### config.mk
export PLATFORM = sky130hd
export DESIGN_NAME = vrp_rot
export DESIGN_NICKNAME = d
export VERILOG_FILES = /design/src/hdl/vrp_pkg.sv /design/src/hdl/vrp_rot.sv
export SDC_FILE = /design/constraint.sdc
export NUM_CORES = 2
export LEC_CHECK = 0
export BUFFER_PORTS_ARGS = -buffer_cell sky130_fd_sc_hd__buf_2
export CAP_MARGIN = 0
export CORE_ASPECT_RATIO = 1.4
export CORE_UTILIZATION = 30
export CTS_BUF_LIST = sky130_fd_sc_hd__clkbuf_8
export DETAILED_ROUTE_END_ITERATION = 7
export SLEW_MARGIN = 10
export SYNTH_ARGS = -nofsm -noshare
export SYNTH_HDL_FRONTEND = slang
export SYNTH_SLANG_ARGS = --single-unit
### constraint.sdc
create_clock -name clk -period 31.1 [get_ports clk]
set_input_delay 6.22 -clock clk [delete_from_list [all_inputs] [get_ports clk]]
set_output_delay 6.22 -clock clk [all_outputs]
set_load 0.05 [all_outputs]
### src/hdl/vrp_pkg.sv
// Shared types, constants and the sine table for the vertex rotate/project pipeline.
// Used by vrp_rot, vrp_div and vertex_rotate_project; depends on nothing.
`default_nettype none

package vrp_pkg;

  // register indexes on the configuration port
  localparam logic [2:0] REG_CAMERA_HEIGHT = 3'd0;
  localparam logic [2:0] REG_NEAR_CLIP     = 3'd1;
  localparam logic [2:0] REG_FOCAL_LENGTH  = 3'd2;
  localparam logic [2:0] REG_CENTER_X      = 3'd3;
  localparam logic [2:0] REG_CENTER_Y      = 3'd4;

  // rotation axis codes
  localparam int AXIS_Z = 0;
  localparam int AXIS_X = 1;
  localparam int AXIS_Y = 2;

  localparam int CW  = 18;  // rotated coordinate width
  localparam int TW  = 10;  // signed trig value width (+/-256)
  localparam int PW  = CW + TW;
  localparam int DW  = 33;  // dividend magnitude width
  localparam int VW  = 21;  // divisor width

  localparam logic [8:0] QSIN [65] = '{
    9'd0,   9'd6,   9'd13,  9'd19,  9'd25,  9'd31,  9'd38,  9'd44,  9'd50,
    9'd56,  9'd62,  9'd68,  9'd74,  9'd80,  9'd86,  9'd92,  9'd98,  9'd104,
    9'd109, 9'd115, 9'd121, 9'd126, 9'd132, 9'd137, 9'd142, 9'd147, 9'd152,
    9'd157, 9'd162, 9'd167, 9'd172, 9'd177, 9'd181, 9'd185, 9'd190, 9'd194,
    9'd198, 9'd202, 9'd206, 9'd209, 9'd213, 9'd216, 9'd220, 9'd223, 9'd226,
    9'd229, 9'd231, 9'd234, 9'd237, 9'd239, 9'd241, 9'd243, 9'd245, 9'd247,
    9'd248, 9'd250, 9'd251, 9'd252, 9'd253, 9'd254, 9'd255, 9'd255, 9'd256,
    9'd256, 9'd256
  };

  typedef struct packed {
    logic signed [CW-1:0] x;
    logic signed [CW-1:0] y;
    logic signed [CW-1:0] z;
    logic [7:0]           az;
    logic [7:0]           ax;
    logic [7:0]           ay;
    logic signed [20:0]   tx;
    logic signed [20:0]   ty;
    logic signed [15:0]   tz;
  } vtx_t;

  typedef struct packed {
    logic signed [21:0] cam_x;
    logic signed [21:0] cam_depth;
    logic signed [21:0] cam_z;
    logic               proj;
    logic               neg_x;
    logic               neg_z;
  } side_t;

  function automatic logic signed [TW-1:0] sin_of(input logic [7:0] a);
    logic [6:0] o;
    logic [6:0] r;
    logic [TW-1:0] pos;
    logic [TW-1:0] mir;
    logic signed [TW-1:0] res;
    o   = {1'b0, a[5:0]};
    r   = 7'd64 - o;
    pos = {1'b0, QSIN[o]};
    mir = {1'b0, QSIN[r]};
    case (a[7:6])
      2'd0:    res = $signed(pos);
      2'd1:    res = $signed(mir);
      2'd2:    res = -$signed(pos);
      default: res = -$signed(mir);
    endcase
    return res;
  endfunction

  function automatic logic signed [TW-1:0] cos_of(input logic [7:0] a);
    return sin_of(a + 8'd64);
  endfunction

endpackage

`default_nettype wire

### src/hdl/vrp_rot.sv
// One plane rotation in two register stages: products, then shift and sum.
// Depends on vrp_pkg for the vertex word type and the sine table.
`default_nettype none

module vrp_rot #(
  parameter int AXIS          = 0,
  parameter int FRACTION_BITS = 8
) (
  input  wire logic         clk,
  input  wire logic         rst_n,
  input  wire logic         en,
  input  wire logic         in_valid,
  input  vrp_pkg::vtx_t     in_vtx,
  output logic              out_valid,
  output vrp_pkg::vtx_t     out_vtx
);

  logic [7:0]                        ang;
  logic signed [vrp_pkg::CW-1:0]     a, b;
  logic signed [vrp_pkg::TW-1:0]     s, c;
  logic signed [vrp_pkg::PW-1:0]     pac_r, pbs_r, pas_r, pbc_r;
  logic signed [vrp_pkg::PW-1:0]     na, nb;
  logic                              v1_r, v2_r;
  vrp_pkg::vtx_t                     vtx1_r, vtx2_r, vtx_nxt;

  // pick the pair that turns: Z (x,y), X (y,z), Y (z,x)
  always_comb begin
    if (AXIS == vrp_pkg::AXIS_Z) begin
      ang = in_vtx.az; a = in_vtx.x; b = in_vtx.y;
    end else if (AXIS == vrp_pkg::AXIS_X) begin
      ang = in_vtx.ax; a = in_vtx.y; b = in_vtx.z;
    end else begin
      ang = in_vtx.ay; a = in_vtx.z; b = in_vtx.x;
    end
    s = vrp_pkg::sin_of(ang);
    c = vrp_pkg::cos_of(ang);
  end

  always_ff @(posedge clk) begin
    if (!rst_n) begin
      v1_r <= 1'b0;
      v2_r <= 1'b0;
    end else if (en) begin
      v1_r <= in_valid;
      v2_r <= v1_r;
    end
  end

  always_ff @(posedge clk) begin
    if (en) begin
      pac_r  <= vrp_pkg::PW'(a) * vrp_pkg::PW'(c);
      pbs_r  <= vrp_pkg::PW'(b) * vrp_pkg::PW'(s);
      pas_r  <= vrp_pkg::PW'(a) * vrp_pkg::PW'(s);
      pbc_r  <= vrp_pkg::PW'(b) * vrp_pkg::PW'(c);
      vtx1_r <= in_vtx;
      vtx2_r <= vtx_nxt;
    end
  end

  // floor shift of each product, then combine
  always_comb begin
    na = (pac_r >>> FRACTION_BITS) - (pbs_r >>> FRACTION_BITS);
    nb = (pas_r >>> FRACTION_BITS) + (pbc_r >>> FRACTION_BITS);
    vtx_nxt = vtx1_r;
    if (AXIS == vrp_pkg::AXIS_Z) begin
      vtx_nxt.x = vrp_pkg::CW'(na); vtx_nxt.y = vrp_pkg::CW'(nb);
    end else if (AXIS == vrp_pkg::AXIS_X) begin
      vtx_nxt.y = vrp_pkg::CW'(na); vtx_nxt.z = vrp_pkg::CW'(nb);
    end else begin
      vtx_nxt.z = vrp_pkg::CW'(na); vtx_nxt.x = vrp_pkg::CW'(nb);
    end
  end

  assign out_valid = v2_r;
  assign out_vtx   = vtx2_r;

endmodule

`default_nettype wire

### Word-level counts from Yosys, hierarchy flattened

Memory sizes are Yosys's and may differ from the RTL's.
Index checks and enable logic that the tools add are counted.

| word-level totals | value |
|---|---|
| latch bits | 0 |
| register bits after elaboration | 342 |
| memories kept | 4 |
| memory bits (read-only) | 4608 |
| logic and storage cells | 63 |
| RAM bits | 0 |

Memory list:

| name | depth | bits a word | rd ports | clocked after Yosys merged registers in | wr ports | RTL line | text |
|---|---|---|---|---|---|---|---|
| (name not given) | 128 | 9 | 1 | 0 | 0 | vrp_pkg.sv:66 | `mir = {1'b0, QSIN[r]};` |
| (name not given) | 128 | 9 | 1 | 0 | 0 | vrp_pkg.sv:65 | `pos = {1'b0, QSIN[o]};` |
| (name not given) | 128 | 9 | 1 | 0 | 0 | vrp_pkg.sv:66 |  |
| (name not given) | 128 | 9 | 1 | 0 | 0 | vrp_pkg.sv:65 |  |

| cells by class | value |
|---|---|
| bitwise logic cells | 4 |
| div/mod/pow operators | 0 |
| $mul | 4 |
| mux-type cells | 10 |
| add/sub/neg operators | 9 |
| reduce and logical (&&, ||, !) cells | 2 |
| shift operators | 0 |
| equality and inequality tests | 4 |
| order comparisons | 4 |

Operator list:

| kind | number |
|---|---|
| multiplier 18 x 10 -> 26 bit | 4 |
| 2-to-1 mux 9 bit | 8 |
| case mux 10 bit (3 select lines) | 2 |
| negator 9 -> 10 bit | 4 |
| greater-or-equal comparator 8 bit, second input constant | 4 |
| adder 18 bit | 1 |
| subtractor 18 bit | 1 |
| inverter 6 -> 8 bit | 2 |
| inverter 7 -> 8 bit | 2 |
| subtractor 7 x 6 -> 7 bit, first input constant | 2 |
| adder 8 x 7 -> 8 bit, second input constant | 1 |
| equality test 2 x 1 -> 1 bit, second input constant | 2 |
| equality test 2 bit, second input constant | 2 |
| zero test 2 bit | 2 |

### Longest topological paths before layout

| depth | value |
|---|---|
| depth after elaboration | 9 |
| mapped depth | 42 |
| depth with buffers taken out | 38 |

### Worst setup path before layout

No wires, ideal clock.

| path | value |
|---|---|
| path kind | input to register |
| from | input in_vtx[75] (netlist name) |
| to | register pbc_r[24] (netlist name) (data pin) |
| setup slack | 15.953 ns |
| required time | 30.838 ns |
| setup time | 0.262 ns |
| arrival | 14.885 ns |
| cell stages on the path | 39 |
| cell sequence | clkbuf_1 > inv_1 > ha_1 > nor2b_1 > buf_4 > xnor2_4 > mux2i_1 > a221oi_1 > a21oi_1 > ha_1 > o211ai_2 > or3_1 > nand2_1 > o21ai_0 > a221oi_2 > clkbuf_1 > and2_1 > fa_1 > [... 3 more ...] > fa_1 > fa_1 > inv_1 > fa_1 > inv_1 > ha_1 > a21o_1 > a21o_1 > a21o_1 > or3_1 > a21oi_1 > nor2b_1 > a311oi_1 > o21ai_1 > o211a_1 > nor3_1 > o21bai_1 > xor2_1 |

| between the ends | value |
|---|---|
| word-level cells in the longest chain between the ends | 9 |

RTL lines:

| item | RTL line | text |
|---|---|---|
| start, declared | vrp_rot.sv:13 | `input vrp_pkg::vtx_t in_vtx,` |
| adder 8 x 7 -> 8 bit * | vrp_pkg.sv:77 | `return sin_of(a + 8'd64);` |
| subtractor 7 x 6 -> 7 bit | vrp_pkg.sv:64 | `r = 7'd64 - o;` |
| inverter 7 -> 8 bit (not written as such) | vrp_pkg.sv:66 |  |
| memory read (128 x 9 bit) | n/a |  |
| 2-to-1 mux 9 bit (not written as such) (2 in series) | vrp_pkg.sv:66 |  |
| negator 9 -> 10 bit | vrp_pkg.sv:71 | `default: res = -$signed(mir);` |
| case mux 10 bit (3 select lines) * | vrp_pkg.sv:67 | `case (a[7:6])` |
| multiplier 18 x 10 -> 26 bit * | vrp_rot.sv:54 | `pbc_r <= vrp_pkg::PW'(b) * vrp_pkg::PW'(c);` |
| end signal, assigned | vrp_rot.sv:54 |  |
| end, declared | vrp_rot.sv:21 | `logic signed [vrp_pkg::PW-1:0] pac_r, pbs_r, pas_r, pbc_r;` |

Mark *: on every way between the ends. The rest lies on a longest branch, timed or not. The select of a mux whose other input is x is not followed.
A chain may end at the register's enable or synchronous reset.

### Worst setup path after layout

| path | value |
|---|---|
| from | input in_vtx[76] (netlist name) |
| to | register pbc_r[24] (netlist name) (data pin) |

Same word-level chain as after synthesis.

==> results.cfg <==
[die]
die_w_um = 300
fp-row-count = 152
fp.coreArea_um2 = 123000
die-area_um2 = 126000
start_util = 0.303
io_pins = 277
die_y_um = 419

[hold_path]
min-delay-start = vtx1_r[1]$_DFFE_PP_
hp-class = flop to flop
hold_end = out_vtx[1]$_DFFE_PP_
whs_path_depth = 0

[worst_setup_path]
rrSetupSlack_ns = 27.02
endpoint_kind = flop
crit_slowest_cell = nor2b_1
cp.required_ns = 31.51
timing.critical_path.buf_inv = 8
reg2reg_from = pbc_r[8]$_DFFE_PP_
worstPathMaxFanout = 59
start_kind = primary input
max_stage_delay_ns = 0.76
crit_type = primary input to flop
cp_data_arrival_time_ns = 17.05
r2r_cells = 15
path_delay_family = compound AO/OA/AOI/OAI gates
reg2reg_to = out_vtx[114]$_DFFE_PP_

[synthesis]
synth_seq_area_share = 0.249
ys_ff_latch = 310
synthArstFlopShare = 0
synth_top_family_by_area = adder cells
ys_types = 88
synthMuxAreaShare = 0.00588
synth_top_area_cell = fa_1
synthesis.area_um2 = 37200
yosys_warnings = 0
synth_xor_area_frac = 0.0320
yosys.area_share.adder = 0.407
yosys-top-cells-area = fa_1 (31%), edfxtp_1 (25%), ha_1 (9.4%), inv_1 (7.7%), nand2_1 (4.7%)
syn_area_per_cell_um2 = 10.0
synth_flop_cell = edfxtp_1
synth_edf_count = 308
synthCells = 3722
synth_compound_area_frac = 0.0675
syn_nets = 4724
synth-simple-area-share = 0.141
synth_top_area_frac = 0.313

[sta]
finalClockSkew_ns = 0.0805
period_share = 0.535
setup_viol = 0
tightestPinTransition_ns = 1.04
max_freq_mhz = 60.1
relSlewSlack = 0.308
setup_tns_ns = 0
hold_viol = 0
hold_slack_ns = 0.414
slew_viol_final = 0
rsz0062_at_grt = false
final.min_clock_period_ns = 16.64

[clock_network]
cts_resized = 0
cts_buffer_depth = 3
clkSinkCount = 310
numCtsBuffers = 55
postCtsHoldBufs = 0
cts_root_buffer = clkbuf_8
post_cts_buffers = 0
clock_latency_ns = 0.74
path_clk_slew_ns = 0.06
cts_max_level = 2
cts_tree = built

[place]
gp_congestion = 0.845
hpwlAfterDp_um = 71100
placed_area_um2 = 40300
numPortBuffers = 276

[cells_and_area]
mostFrequentLayoutCell = inv_1
nets = 4911
final_cell_mix = inv_1 (784), fa_1 (582), nand2_1 (465)
syn2layout_area_growth_pct = 11.4
layout-drive-gt1-share = 0.117
design_area_um2 = 41500

[drt]
route.vias.total = 26200
wl_met2_um = 47200
wl_met3_um = 5040
routedWlPerCell_um = 16.8
wirelength_um = 93400
drc = 0
wl_met1_um = 34600
drt-initial-drc-count = 1194
highest_layer = met5
viasPerCell = 4.71
final_antenna_net_count = 0
dr.pass1.iters = 7

[global_route]
grt_pass1_wl_um = 151000
antenna_found_initial = 26
grt_pass1_vias = 28100
grt.total_usage = 0.154
grt_overflow = 0
grt_max_degree = 116

[job]
cap_violations = 0

[status]
status = finished, final reports clean
worst max path at each step:
stage               slack (ns)        from  cells after the start                  end
floorplan                15.95  in_vtx[75]                     39  pbc_r[24]$_DFFE_PP_
global placement         13.95  in_vtx[76]                     38  pbc_r[24]$_DFFE_PP_
detailed placement       13.80  in_vtx[76]                     38  pbc_r[24]$_DFFE_PP_
CTS                      14.50  in_vtx[76]                     38  pbc_r[24]$_DFFE_PP_
global route             13.88  in_vtx[76]                     38  pbc_r[24]$_DFFE_PP_
finish                   14.46  in_vtx[76]                     38  pbc_r[24]$_DFFE_PP_
per-stage QoR:
step,util,setup WS (ns),cells
finish,0.338,14.46,5573
floorplan,-,15.95,3722
detailed placement,0.328,13.80,5469
global route,0.338,13.88,5572
global placement,0.328,13.95,5469
CTS,0.338,14.50,5569
kinds of logic after synthesis:
| kind of cell | Yosys count |
|---|---|
| xor+xnor | 130 |
| buf+inv | 948 |
| flops | 310 |
| compound gates | 368 |
| simple gates | 1084 |
| mux | 19 |
| fa+ha+maj | 863 |
metal layers:
| layer | vias to the layer above | global-route usage |
|---|---|---|
| li1 | 12000 | - |
| met1 | 13200 | 0.167 |
| met2 | 782 | 0.277 |
| met3 | 241 | 0.0255 |
| met4 | 18 | 0.0948 |
| met5 | - | 0 |
sequential cells by signal, summed over array words and instances (netlist names):
register	count
pac_r	18
pas_r	18
out_valid	1
out_vtx	136
pbs_r	18
vtx1_r	100
pbc_r	18
v1_r	1
cells in the mapped netlist (all sizes together) (8+ instances only):
library cell,number
o211ai,13
o21ai,78
and2,230
o21a,12
a221oi,8
mux2i,14
xor2,36
xnor2,94
clkbuf,151
fa,582
or2,32
a21boi,18
and4,8
nor2b,52
a21oi,103
buf,27
nand4,10
nor2,150
or3,14
edfxtp,308
nand2b,19
nor3,34
nand2,466
nand3,35
inv,770
a21o,35
a211oi,20
ha,280
a31oi,18
o21bai,8
final cells by class:
type,instances,area (um2)
Tap cell,1617,2020
Antenna cell,4,10.0
Multi-Input combinational cell,2464,24500
Clock inverter,39,348
Inverter,770,2890
Clock buffer,61,840
Timing Repair Buffer,308,1630
Sequential cell,310,9290
Fill cell,12600,81400
Power is not shown: default switching activity piles up to over one toggle a cycle in this logic, so the estimate is an artifact.
